File: src/design/lrast_pkg.sv
// Package for the line rasterizer: shared widths, register indexes and the
// structs that move between the front, the back and the result queue.
// Depends on nothing.
package lrast_pkg;

   // Widest coordinate the design supports and the step counter width.
   localparam int COORD_MAX_BITS = 16;
   localparam int STEP_BITS      = 7;

   // Payload widths fixed by the interface.
   localparam int ADDR_BITS   = 33;
   localparam int COLOUR_BITS = 32;
   localparam int BASE_BITS   = 32;
   localparam int PITCH_BITS  = 14;
   localparam int PROD_BITS   = COORD_MAX_BITS + PITCH_BITS;

   // Configuration port.
   localparam int CSR_INDEX_BITS = 4;
   localparam int CSR_DATA_BITS  = 32;
   localparam logic [CSR_INDEX_BITS-1:0] CSR_FRAME_BASE = 4'd0;
   localparam logic [CSR_INDEX_BITS-1:0] CSR_LINE_PITCH = 4'd1;
   localparam logic [PITCH_BITS-1:0]     PITCH_RESET    = 14'd1024;

   // Command queue between front and back.
   localparam int CMD_DEPTH    = 2;
   localparam int CMD_PTR_BITS = 1;
   localparam int CMD_CNT_BITS = 2;

   // Result queue.
   localparam int RSP_DEPTH    = 4;
   localparam int RSP_PTR_BITS = 2;
   localparam int RSP_CNT_BITS = 3;

   // Classified line command.
   typedef struct packed {
      logic [COORD_MAX_BITS-1:0] x0;
      logic [COORD_MAX_BITS-1:0] y0;
      logic                      xneg;
      logic                      yneg;
      logic                      xmajor;
      logic [STEP_BITS-1:0]      major;
      logic [STEP_BITS-1:0]      minor;
      logic [COLOUR_BITS-1:0]    colour;
      logic                      too_long;
   } cmd_type;

   // One pixel leaving the stepper.
   typedef struct packed {
      logic [COORD_MAX_BITS-1:0] x;
      logic [COORD_MAX_BITS-1:0] y;
      logic [COLOUR_BITS-1:0]    colour;
      logic                      last;
      logic                      too_long;
   } pix_type;

   // One result item.
   typedef struct packed {
      logic [ADDR_BITS-1:0]   addr;
      logic [COLOUR_BITS-1:0] colour;
      logic                   last;
      logic                   too_long;
   } rsp_type;

   // Configuration seen by the back end.
   typedef struct packed {
      logic [BASE_BITS-1:0]  base;
      logic [PITCH_BITS-1:0] pitch;
   } cfg_type;

endpackage

File: src/design/lrast_front.sv
// Front end of the line rasterizer: accepts line commands, works out lengths,
// directions and the special cases, and holds them in a small command queue.
// Depends on lrast_pkg.
module lrast_front #(
   parameter int COORD_BITS = 12,
   parameter int MAX_STEPS  = 64
) (
   input  logic                             clock,
   input  logic                             reset,
   input  logic                             req_push,
   output logic                             req_full,
   input  logic [COORD_BITS-1:0]            req_start_x,
   input  logic [COORD_BITS-1:0]            req_start_y,
   input  logic [COORD_BITS-1:0]            req_end_x,
   input  logic [COORD_BITS-1:0]            req_end_y,
   input  logic [lrast_pkg::COLOUR_BITS-1:0] req_line_colour,
   output logic                             cmd_valid,
   output lrast_pkg::cmd_type               cmd_head,
   input  logic                             cmd_pop
);

   logic                  xneg;
   logic                  yneg;
   logic [COORD_BITS-1:0] dx;
   logic [COORD_BITS-1:0] dy;
   logic                  xmajor;
   logic [COORD_BITS-1:0] major_len;
   logic [COORD_BITS-1:0] minor_len;
   logic                  zero_len;
   lrast_pkg::cmd_type    cmd_new;

   lrast_pkg::cmd_type                      q_ff [lrast_pkg::CMD_DEPTH];
   logic [lrast_pkg::CMD_PTR_BITS-1:0]      wr_ptr_ff, wr_ptr_in;
   logic [lrast_pkg::CMD_PTR_BITS-1:0]      rd_ptr_ff, rd_ptr_in;
   logic [lrast_pkg::CMD_CNT_BITS-1:0]      count_ff, count_in;
   logic                                    do_push;
   logic                                    do_pop;

   // Lengths and directions of the incoming line.
   always_comb begin
      xneg      = req_end_x < req_start_x;
      yneg      = req_end_y < req_start_y;
      dx        = xneg ? req_start_x - req_end_x : req_end_x - req_start_x;
      dy        = yneg ? req_start_y - req_end_y : req_end_y - req_start_y;
      xmajor    = dx >= dy;
      major_len = xmajor ? dx : dy;
      minor_len = xmajor ? dy : dx;
      zero_len  = major_len == '0;
   end

   // Classified command. Lengths are only meaningful when the line is not too long.
   always_comb begin
      cmd_new          = '0;
      cmd_new.x0       = lrast_pkg::COORD_MAX_BITS'(req_start_x);
      cmd_new.y0       = lrast_pkg::COORD_MAX_BITS'(req_start_y);
      cmd_new.xneg     = xneg;
      cmd_new.yneg     = yneg;
      cmd_new.xmajor   = xmajor;
      cmd_new.major    = lrast_pkg::STEP_BITS'(major_len);
      cmd_new.minor    = lrast_pkg::STEP_BITS'(minor_len);
      cmd_new.colour   = req_line_colour;
      cmd_new.too_long = major_len > COORD_BITS'(MAX_STEPS);
   end

   // Queue control. A zero-length line is taken but never queued.
   assign req_full  = count_ff == lrast_pkg::CMD_CNT_BITS'(lrast_pkg::CMD_DEPTH);
   assign do_push   = req_push && !req_full && !zero_len;
   assign do_pop    = cmd_pop && (count_ff != '0);
   assign cmd_valid = count_ff != '0;
   assign cmd_head  = q_ff[rd_ptr_ff];

   always_comb begin
      wr_ptr_in = do_push ? wr_ptr_ff + 1'b1 : wr_ptr_ff;
      rd_ptr_in = do_pop ? rd_ptr_ff + 1'b1 : rd_ptr_ff;
      count_in  = count_ff + lrast_pkg::CMD_CNT_BITS'(do_push)
                  - lrast_pkg::CMD_CNT_BITS'(do_pop);
   end

   always_ff @(posedge clock) begin
      if (reset) begin
         wr_ptr_ff <= '0;
         rd_ptr_ff <= '0;
         count_ff  <= '0;
      end else begin
         wr_ptr_ff <= wr_ptr_in;
         rd_ptr_ff <= rd_ptr_in;
         count_ff  <= count_in;
      end
   end

   // Queue storage.
   always_ff @(posedge clock) begin
      if (do_push) begin
         q_ff[wr_ptr_ff] <= cmd_new;
      end
   end

endmodule

File: src/design/lrast_rsp_fifo.sv
// Result queue of the line rasterizer: holds finished pixel writes until the
// consumer takes them. Depends on lrast_pkg.
module lrast_rsp_fifo (
   input  logic                                 clock,
   input  logic                                 reset,
   input  logic                                 push,
   input  lrast_pkg::rsp_type                   push_data,
   input  logic                                 pop,
   output logic                                 empty,
   output lrast_pkg::rsp_type                   head,
   output logic [lrast_pkg::RSP_CNT_BITS-1:0]   level
);

   lrast_pkg::rsp_type                   mem_ff [lrast_pkg::RSP_DEPTH];
   logic [lrast_pkg::RSP_PTR_BITS-1:0]   wr_ptr_ff, wr_ptr_in;
   logic [lrast_pkg::RSP_PTR_BITS-1:0]   rd_ptr_ff, rd_ptr_in;
   logic [lrast_pkg::RSP_CNT_BITS-1:0]   count_ff, count_in;
   logic                                 do_pop;

   assign empty  = count_ff == '0;
   assign head   = mem_ff[rd_ptr_ff];
   assign level  = count_ff;
   assign do_pop = pop && !empty;

   // Pointer and level update.
   always_comb begin
      wr_ptr_in = push ? wr_ptr_ff + 1'b1 : wr_ptr_ff;
      rd_ptr_in = do_pop ? rd_ptr_ff + 1'b1 : rd_ptr_ff;
      count_in  = count_ff + lrast_pkg::RSP_CNT_BITS'(push)
                  - lrast_pkg::RSP_CNT_BITS'(do_pop);
   end

   always_ff @(posedge clock) begin
      if (reset) begin
         wr_ptr_ff <= '0;
         rd_ptr_ff <= '0;
         count_ff  <= '0;
      end else begin
         wr_ptr_ff <= wr_ptr_in;
         rd_ptr_ff <= rd_ptr_in;
         count_ff  <= count_in;
      end
   end

   // Storage.
   always_ff @(posedge clock) begin
      if (push) begin
         mem_ff[wr_ptr_ff] <= push_data;
      end
   end

`ifndef SYNTH
   // The back end reserves room, so a write never lands on a full queue.
   a_no_overflow: assert property (@(posedge clock) disable iff (reset)
      push |-> (count_ff != lrast_pkg::RSP_CNT_BITS'(lrast_pkg::RSP_DEPTH)))
      else $error("result queue written while full");

   // The level never passes the depth.
   a_level_bound: assert property (@(posedge clock) disable iff (reset)
      count_ff <= lrast_pkg::RSP_CNT_BITS'(lrast_pkg::RSP_DEPTH))
      else $error("result queue level out of range");

   // A lone transfer out lowers the level by one.
   a_pop_level: assert property (@(posedge clock) disable iff (reset)
      (do_pop && !push) |=> (count_ff == $past(count_ff) - 1'b1))
      else $error("result queue level wrong after transfer out");
`endif

endmodule

File: src/design/lrast_back.sv
// Back end of the line rasterizer: steps along each queued line one pixel per
// cycle while the result queue has room, and forms the word address in a
// two-stage multiply and add pipeline. Depends on lrast_pkg.
module lrast_back (
   input  logic                                 clock,
   input  logic                                 reset,
   input  lrast_pkg::cfg_type                   cfg,
   input  logic                                 cmd_valid,
   input  lrast_pkg::cmd_type                   cmd_head,
   output logic                                 cmd_pop,
   input  logic [lrast_pkg::RSP_CNT_BITS-1:0]   rsp_level,
   output logic                                 rsp_push,
   output lrast_pkg::rsp_type                   rsp_data
);

   typedef enum logic [1:0] {
      ST_IDLE = 2'b01,
      ST_RUN  = 2'b10
   } state_type;

   state_type                               state_ff, state_in;
   lrast_pkg::cmd_type                      cur_ff, cur_in;
   logic [lrast_pkg::COORD_MAX_BITS-1:0]    px_ff, px_in;
   logic [lrast_pkg::COORD_MAX_BITS-1:0]    py_ff, py_in;
   logic [lrast_pkg::STEP_BITS-1:0]         acc_ff, acc_in;
   logic [lrast_pkg::STEP_BITS-1:0]         remain_ff, remain_in;
   logic [lrast_pkg::STEP_BITS-1:0]         acc_sum;
   logic                                    minor_step;
   logic                                    room;
   logic                                    emit;
   lrast_pkg::pix_type                      pix_in;

   logic                                    v0_ff;
   lrast_pkg::pix_type                      pix0_ff;
   logic                                    v1_ff;
   logic [lrast_pkg::PROD_BITS-1:0]         prod_ff;
   logic [lrast_pkg::ADDR_BITS-1:0]         basex_ff;
   logic [lrast_pkg::COLOUR_BITS-1:0]       colour1_ff;
   logic                                    last1_ff;
   logic                                    too_long1_ff;

   // Room in the result queue counting the pixels still in the pipeline.
   assign room = (rsp_level + lrast_pkg::RSP_CNT_BITS'(v0_ff)
                  + lrast_pkg::RSP_CNT_BITS'(v1_ff))
                 < lrast_pkg::RSP_CNT_BITS'(lrast_pkg::RSP_DEPTH);

   // Line stepper.
   always_comb begin
      state_in   = state_ff;
      cur_in     = cur_ff;
      px_in      = px_ff;
      py_in      = py_ff;
      acc_in     = acc_ff;
      remain_in  = remain_ff;
      cmd_pop    = 1'b0;
      emit       = 1'b0;
      pix_in     = '0;
      acc_sum    = acc_ff + cur_ff.minor;
      minor_step = acc_sum >= cur_ff.major;
      unique case (state_ff)
         ST_IDLE: begin
            if (cmd_valid && (!cmd_head.too_long || room)) begin
               cmd_pop = 1'b1;
               if (cmd_head.too_long) begin
                  // Rejected line: one flagged result with zero address and colour.
                  emit            = 1'b1;
                  pix_in.last     = 1'b1;
                  pix_in.too_long = 1'b1;
               end else begin
                  cur_in    = cmd_head;
                  px_in     = cmd_head.x0;
                  py_in     = cmd_head.y0;
                  acc_in    = '0;
                  remain_in = cmd_head.major;
                  state_in  = ST_RUN;
               end
            end
         end
         ST_RUN: begin
            if (room) begin
               acc_in = minor_step ? acc_sum - cur_ff.major : acc_sum;
               if (cur_ff.xmajor || minor_step) begin
                  px_in = cur_ff.xneg ? px_ff - 1'b1 : px_ff + 1'b1;
               end
               if (!cur_ff.xmajor || minor_step) begin
                  py_in = cur_ff.yneg ? py_ff - 1'b1 : py_ff + 1'b1;
               end
               emit          = 1'b1;
               pix_in.x      = px_in;
               pix_in.y      = py_in;
               pix_in.colour = cur_ff.colour;
               pix_in.last   = remain_ff == lrast_pkg::STEP_BITS'(1);
               remain_in     = remain_ff - 1'b1;
               if (pix_in.last) begin
                  state_in = ST_IDLE;
               end
            end
         end
         default: begin
            state_in = ST_IDLE;
         end
      endcase
   end

   always_ff @(posedge clock) begin
      if (reset) begin
         state_ff  <= ST_IDLE;
         remain_ff <= '0;
         acc_ff    <= '0;
      end else begin
         state_ff  <= state_in;
         remain_ff <= remain_in;
         acc_ff    <= acc_in;
      end
   end

   always_ff @(posedge clock) begin
      cur_ff <= cur_in;
      px_ff  <= px_in;
      py_ff  <= py_in;
   end

   // Pipeline valid bits.
   always_ff @(posedge clock) begin
      if (reset) begin
         v0_ff <= 1'b0;
         v1_ff <= 1'b0;
      end else begin
         v0_ff <= emit;
         v1_ff <= v0_ff;
      end
   end

   // Stage zero holds the pixel; stage one holds the row product and base plus x.
   always_ff @(posedge clock) begin
      pix0_ff      <= pix_in;
      colour1_ff   <= pix0_ff.colour;
      last1_ff     <= pix0_ff.last;
      too_long1_ff <= pix0_ff.too_long;
      if (pix0_ff.too_long) begin
         prod_ff  <= '0;
         basex_ff <= '0;
      end else begin
         prod_ff  <= lrast_pkg::PROD_BITS'(pix0_ff.y) * lrast_pkg::PROD_BITS'(cfg.pitch);
         basex_ff <= lrast_pkg::ADDR_BITS'(cfg.base) + lrast_pkg::ADDR_BITS'(pix0_ff.x);
      end
   end

   // Final address add feeds the result queue.
   always_comb begin
      rsp_push          = v1_ff;
      rsp_data.addr     = basex_ff + lrast_pkg::ADDR_BITS'(prod_ff);
      rsp_data.colour   = colour1_ff;
      rsp_data.last     = last1_ff;
      rsp_data.too_long = too_long1_ff;
   end

`ifndef SYNTH
   // While stepping there is always at least one pixel left.
   a_run_remain: assert property (@(posedge clock) disable iff (reset)
      (state_ff == ST_RUN) |-> (remain_ff != '0))
      else $error("stepper running with no pixels left");

   // The error term stays below the major length.
   a_acc_bound: assert property (@(posedge clock) disable iff (reset)
      (state_ff == ST_RUN) |-> (acc_ff < cur_ff.major))
      else $error("error accumulator out of range");

   // Queued and in-flight pixels never exceed the result queue depth.
   a_reserve: assert property (@(posedge clock) disable iff (reset)
      (rsp_level + lrast_pkg::RSP_CNT_BITS'(v0_ff) + lrast_pkg::RSP_CNT_BITS'(v1_ff))
      <= lrast_pkg::RSP_CNT_BITS'(lrast_pkg::RSP_DEPTH))
      else $error("result queue reservation exceeded");

   // A command is taken from the queue only when one is there.
   a_pop_valid: assert property (@(posedge clock) disable iff (reset)
      cmd_pop |-> cmd_valid)
      else $error("command taken from empty queue");
`endif

endmodule

File: src/design/line_rasterizer.sv
// Line rasterizer: a line command becomes one pixel write per major-axis step.
// The back-end stepper gives one pixel per cycle while the result queue has
// room; a too-long line gives one flagged result, a zero-length line none.
// Reset clears all control state, sets frame_base to 0 and line_pitch to 1024.
// There is no clearing pass.
module line_rasterizer #(
   parameter int MAX_STEPS  = 64,
   parameter int COORD_BITS = 12
) (
   input  logic                                  clock,
   input  logic                                  reset,
   input  logic                                  push,
   output logic                                  full,
   input  logic [COORD_BITS-1:0]                 req_start_x,
   input  logic [COORD_BITS-1:0]                 req_start_y,
   input  logic [COORD_BITS-1:0]                 req_end_x,
   input  logic [COORD_BITS-1:0]                 req_end_y,
   input  logic [lrast_pkg::COLOUR_BITS-1:0]     req_line_colour,
   output logic                                  empty,
   input  logic                                  pop,
   output logic [lrast_pkg::ADDR_BITS-1:0]       rsp_pixel_address,
   output logic [lrast_pkg::COLOUR_BITS-1:0]     rsp_pixel_colour,
   output logic                                  rsp_last_pixel,
   output logic                                  rsp_too_long,
   input  logic                                  csr_valid,
   output logic                                  csr_ready,
   input  logic [lrast_pkg::CSR_INDEX_BITS-1:0]  csr_index,
   input  logic [lrast_pkg::CSR_DATA_BITS-1:0]   csr_wdata
);

   logic [lrast_pkg::BASE_BITS-1:0]    base_ff;
   logic [lrast_pkg::PITCH_BITS-1:0]   pitch_ff;
   lrast_pkg::cfg_type                 cfg;
   logic                               cmd_valid;
   lrast_pkg::cmd_type                 cmd_head;
   logic                               cmd_pop;
   logic [lrast_pkg::RSP_CNT_BITS-1:0] rsp_level;
   logic                               rsp_push;
   lrast_pkg::rsp_type                 rsp_data;
   lrast_pkg::rsp_type                 rsp_head;

   // Configuration registers; writes are always taken.
   assign csr_ready = 1'b1;

   always_ff @(posedge clock) begin
      if (reset) begin
         base_ff  <= '0;
         pitch_ff <= lrast_pkg::PITCH_RESET;
      end else if (csr_valid) begin
         unique case (csr_index)
            lrast_pkg::CSR_FRAME_BASE: base_ff  <= csr_wdata;
            lrast_pkg::CSR_LINE_PITCH: pitch_ff <= csr_wdata[lrast_pkg::PITCH_BITS-1:0];
            default: begin
            end
         endcase
      end
   end

   assign cfg.base  = base_ff;
   assign cfg.pitch = pitch_ff;

   // Front end: classify and queue commands.
   lrast_front #(
      .COORD_BITS (COORD_BITS),
      .MAX_STEPS  (MAX_STEPS)
   ) u_front (
      .clock           (clock),
      .reset           (reset),
      .req_push        (push),
      .req_full        (full),
      .req_start_x     (req_start_x),
      .req_start_y     (req_start_y),
      .req_end_x       (req_end_x),
      .req_end_y       (req_end_y),
      .req_line_colour (req_line_colour),
      .cmd_valid       (cmd_valid),
      .cmd_head        (cmd_head),
      .cmd_pop         (cmd_pop)
   );

   // Back end: step lines and form addresses.
   lrast_back u_back (
      .clock     (clock),
      .reset     (reset),
      .cfg       (cfg),
      .cmd_valid (cmd_valid),
      .cmd_head  (cmd_head),
      .cmd_pop   (cmd_pop),
      .rsp_level (rsp_level),
      .rsp_push  (rsp_push),
      .rsp_data  (rsp_data)
   );

   // Result queue toward the consumer.
   lrast_rsp_fifo u_rsp_fifo (
      .clock     (clock),
      .reset     (reset),
      .push      (rsp_push),
      .push_data (rsp_data),
      .pop       (pop),
      .empty     (empty),
      .head      (rsp_head),
      .level     (rsp_level)
   );

   assign rsp_pixel_address = rsp_head.addr;
   assign rsp_pixel_colour  = rsp_head.colour;
   assign rsp_last_pixel    = rsp_head.last;
   assign rsp_too_long      = rsp_head.too_long;

endmodule
File: config.mk
export PLATFORM = sky130hd
export DESIGN_NAME = line_rasterizer
export DESIGN_NICKNAME = d
export VERILOG_FILES = /design/src/design/lrast_pkg.sv /design/src/design/lrast_front.sv /design/src/design/lrast_rsp_fifo.sv /design/src/design/lrast_back.sv /design/src/design/line_rasterizer.sv
export SDC_FILE = /design/constraint.sdc
export NUM_CORES = 2
export LEC_CHECK = 0
export ABC_AREA = 0
export BUFFER_PORTS_ARGS = -buffer_cell sky130_fd_sc_hd__buf_2
export CORE_AREA = 2 2 322 324
export DETAILED_ROUTE_END_ITERATION = 10
export DIE_AREA = 0 0 324 326
export PLACE_DENSITY = 0.57
export SLEW_MARGIN = 20
export SYNTH_ARGS = -nofsm -noshare
export SYNTH_HDL_FRONTEND = slang
export SYNTH_SLANG_ARGS = --single-unit
File: constraint.sdc
create_clock -name clock -period 13.1 [get_ports clock]
set_input_delay 3.275 -clock clock [delete_from_list [all_inputs] [get_ports clock]]
set_output_delay 3.275 -clock clock [all_outputs]
set_load 0.05 [all_outputs]
==> results.cfg <==
[setup_path]
critPathMaxFanout = 64
reg2reg_slack_ns = 6.52
critical_path.reg2reg.endpoint = u_back.prod_ff[27]$_SDFF_PP0_
critPathKind = input port to flop
critPathLaunchType = input port
timing.critical_path.to_type = flop
crit_arrival_ns = 9.57
crit_required_ns = 13.34
crit-reg2reg-launch = u_back.pix0_ff[41]$_SDFF_PN0_
timing.reg2reg.worst_path_depth = 21
worst_setup_path_startpoint = req_end_y[0]

[place]
numPortBuffers = 189
place_congestion = 0.849
pre_cts_slack_ns = 3.15
post_dp_hpwl_um = 63200
placed_cell_area_um2 = 41900

[sta]
timing.slew.headroom_pct = 28.0
layout_worst_path_cycle_share_pct = 71.2
hold_viol = 0
final_critical_path_setup_slack_ns = 3.77
max_freq_ghz = 0.107
fin_crit_ns = 9.33
slew_viol_final = 0
max_slew.worst_pin.slew_ns = 1.08
final-setup-viol-count = 0
clock-skew-final_ns = 0.0490
final_total_negative_setup_slack_ns = 0
rsz0062_at_grt = no

[final_layout]
drive_above_1_share_pct = 13.6
most_common_library_cell_in_the_layout_ignoring_fill_and_taps = sky130_fd_sc_hd__edfxtp_1
area_delta_synth_final_pct = 12.7
nets = 4031
stdcell_area_um2 = 44500
layout.cells.most_common_list = sky130_fd_sc_hd__edfxtp_1, sky130_fd_sc_hd__inv_1, sky130_fd_sc_hd__nand2_1
fillCellCount = 9551

[drt]
remaining_drc_errors = 0
via_count = 24500
routed_wirelength_um = 86800
drt_first_iter_violations = 1581
viasPerCell = 4.97
antenna_violating_nets_post_route = 0
drt-pass1-iter-count = 6
routedWlPerCell_um = 17.6

[floorplanning]
fp-row-count = 118
initial_utilization_pct = 38.5
die_height_um = 326
die_x_um = 324
die-area_um2 = 106000
i_o_pin_cnt = 191
core_area_um2 = 103000

[global_route]
grt-ovfl-total = 0
aggregate_global_route_resource_usage_pct = 16.5
grt_first_pass_wirelength_um = 137000
grt_pass1_vias = 24400
grt_antenna_before_repair = 13
grt_start_max_net_pins = 68

[power_and_ir_drop]
ir_worst_vdd_v = 0.000112
p_leak_uw = 0.0181
power_density_nw_per_um2 = 166

[synth]
synth_top_area_share_pct = 37.8
postSynth.asyncResetShare_pct = 0
number_of_different_library_cells_in_the_post_synthesis_netlist = 83
syn_inst = 3311
yosys_register_bits = 738
synth_enable_flop_cells = 497
synth_area_per_cell_um2 = 11.9
yosys.area.top_type = sky130_fd_sc_hd__edfxtp_1
yosysWarningCount = 0
synth_ff_type = sky130_fd_sc_hd__edfxtp_1
mappedNetlistArea_um2 = 39500
syn-num-nets = 3860
synth_seq_area_share_pct = 50.0
synth.area.top_cells = sky130_fd_sc_hd__edfxtp_1, sky130_fd_sc_hd__dfxtp_1, sky130_fd_sc_hd__fa_1

[cts]
numClockSinks = 738
tritoncts.num_buffers = 80
postCtsSetupBuffers = 0
tritoncts_clock_tree = yes
worst_setup_hold_path_clk_slew_ns = 0.06
ctsHoldBuffers = 0
clockRootBuffer = sky130_fd_sc_hd__clkbuf_16
cts_max_level = 3
insertion_delay_ns = 0.65
cts.path.max_buffers = 3
post_cts_resized = 0

[worst_hold_path]
hold_class = flop to flop
hold_end = u_back.colour1_ff[0]$_DFF_P_
startpoint_of_the_most_critical_hold_path = u_back.pix0_ff[2]$_SDFF_PN0_
worstHoldPathCells = 0

[run]
cap_viol_max_count = 0

[run_status]
run_status = complete, no violations
[report_power, final]
group / internal [uW] / switching [uW]
clock: 1270 / 916
sequential: 2870 / 196
combinational: 764 / 1350
total: 4910 / 2460
[logic make-up after synthesis]
logic type	Yosys count	synth area share, %
simple gates	870	10.8
flops	738	50.0
compound gates	553	8.92
buf+inv	436	4.23
fa+ha+maj	428	16.9
mux	159	6.36
xor+xnor	126	2.79
other cells	1	0.00950
[stage by stage]
| stage | total power (uW) | hold WS [ns] | instances | util, % |
|---|---|---|---|---|
| final | 7370 | 0.322 | 4934 | 43.4 |
| after global routing | 7800 | 0.328 | 4929 | 43.4 |
| after CTS | 7460 | 0.323 | 4929 | 43.4 |
| after detailed placement | 5250 | 0.312 | 4780 | 40.8 |
| after global placement | 5240 | 0.310 | 4780 | 40.8 |
| after floorplan | 4680 | 0.310 | 3311 | - |
[critical path, cell delays in order]
cell and delay (ns):
sky130_fd_sc_hd__buf_2 0.11, sky130_fd_sc_hd__inv_1 0.05, sky130_fd_sc_hd__ha_1 0.15, sky130_fd_sc_hd__inv_1 0.05, sky130_fd_sc_hd__fa_1 0.41, sky130_fd_sc_hd__a211oi_1 0.29, sky130_fd_sc_hd__o211ai_1 0.22, sky130_fd_sc_hd__a31oi_4 0.51
sky130_fd_sc_hd__or4b_1 0.49, sky130_fd_sc_hd__o2111ai_1 0.21, sky130_fd_sc_hd__ha_1 0.32, sky130_fd_sc_hd__a21o_1 0.20, sky130_fd_sc_hd__a211o_1 0.31, sky130_fd_sc_hd__a211oi_1 0.30, sky130_fd_sc_hd__nor2_1 0.09, sky130_fd_sc_hd__buf_4 0.22
sky130_fd_sc_hd__inv_1 0.34, sky130_fd_sc_hd__mux2i_1 0.31, sky130_fd_sc_hd__nand4b_1 0.22, sky130_fd_sc_hd__o311ai_1 0.28, sky130_fd_sc_hd__nor2_4 0.38, sky130_fd_sc_hd__buf_4 0.78
[flip-flops by register name, indices dropped and copies added (netlist names), 3 cells and up, named ones only]
signal	count
u_back.prod_ff	30
u_rsp_fifo.mem_ff	268
u_back.basex_ff	33
u_back.remain_ff	7
u_back.colour1_ff	32
pitch_ff	14
base_ff	32
u_back.cur_ff	49
u_back.acc_ff	7
u_rsp_fifo.level	3
u_front.q_ff	148
u_back.px_ff	16
u_back.pix0_ff	66
u_back.py_ff	16
[cell type report]
type | instances | area, um2 | share of cell area (%)
Clock inverter | 38 | 398 | 0.894
Inverter | 313 | 1180 | 2.64
Clock buffer | 111 | 2210 | 4.96
Multi-Input combinational cell | 2137 | 18100 | 40.7
Tap cell | 1380 | 1730 | 3.88
Timing Repair Buffer | 212 | 1120 | 2.51
Antenna cell | 5 | 12.5 | 0.0281
Sequential cell | 738 | 19800 | 44.4
[how the worst max path moves through the flow]
stage / endpoint / slack (ns) / cells past startpoint
floorplan: u_front.q_ff[0][0]$_DFFE_PP_ / 2.19 / 23
global placement: u_front.q_ff[0][9]$_DFFE_PP_ / 3.18 / 22
detailed placement: u_front.q_ff[1][14]$_DFFE_PP_ / 3.15 / 22
CTS: u_front.q_ff[1][39]$_DFFE_PP_ / 3.79 / 22
global route: u_front.q_ff[1][27]$_DFFE_PP_ / 3.44 / 24
finish: u_front.q_ff[1][27]$_DFFE_PP_ / 3.77 / 22
[cells in the mapped netlist, types with 5 or more instances]
| cell type | instances |
|---|---|
| sky130_fd_sc_hd__a211o_1 | 9 |
| sky130_fd_sc_hd__a211oi_1 | 48 |
| sky130_fd_sc_hd__a21boi_0 | 7 |
| sky130_fd_sc_hd__a21o_1 | 49 |
| sky130_fd_sc_hd__a21oi_1 | 198 |
| sky130_fd_sc_hd__a22oi_1 | 6 |
| sky130_fd_sc_hd__a31oi_1 | 12 |
| sky130_fd_sc_hd__and2_1 | 146 |
| sky130_fd_sc_hd__and3_1 | 17 |
| sky130_fd_sc_hd__buf_1 | 16 |
| sky130_fd_sc_hd__buf_2 | 8 |
| sky130_fd_sc_hd__clkbuf_1 | 95 |
| sky130_fd_sc_hd__dfxtp_1 | 241 |
| sky130_fd_sc_hd__edfxtp_1 | 497 |
| sky130_fd_sc_hd__fa_1 | 176 |
| sky130_fd_sc_hd__ha_1 | 252 |
| sky130_fd_sc_hd__inv_1 | 311 |
| sky130_fd_sc_hd__mux2_2 | 54 |
| sky130_fd_sc_hd__mux2i_1 | 37 |
| sky130_fd_sc_hd__mux4_2 | 67 |
| sky130_fd_sc_hd__nand2_1 | 285 |
| sky130_fd_sc_hd__nand2b_1 | 29 |
| sky130_fd_sc_hd__nand3_1 | 24 |
| sky130_fd_sc_hd__nand3b_1 | 6 |
| sky130_fd_sc_hd__nand4_1 | 10 |
| sky130_fd_sc_hd__nor2_1 | 189 |
| sky130_fd_sc_hd__nor2b_1 | 55 |
| sky130_fd_sc_hd__nor3_1 | 43 |
| sky130_fd_sc_hd__nor3b_1 | 6 |
| sky130_fd_sc_hd__nor4_1 | 6 |
| sky130_fd_sc_hd__o211ai_1 | 15 |
| sky130_fd_sc_hd__o21a_1 | 20 |
| sky130_fd_sc_hd__o21ai_0 | 98 |
| sky130_fd_sc_hd__o21bai_1 | 18 |
| sky130_fd_sc_hd__o31a_1 | 6 |
| sky130_fd_sc_hd__o31ai_1 | 13 |
| sky130_fd_sc_hd__o41ai_1 | 8 |
| sky130_fd_sc_hd__or2_2 | 5 |
| sky130_fd_sc_hd__or3_1 | 20 |
| sky130_fd_sc_hd__or4_1 | 10 |
| sky130_fd_sc_hd__xnor2_1 | 84 |
| sky130_fd_sc_hd__xor2_1 | 42 |
[per-layer routing]
layer | global-route usage, % | vias up | share of wire [%]
li1 | - | 12000 | -
met1 | 23.8 | 11900 | 48
met2 | 25.7 | 489 | 45
met3 | 3.40 | 112 | 5.5
met4 | 3.17 | 14 | 1.5
met5 | 0 | - | 0.090
(Power assumes the default switching activity.)
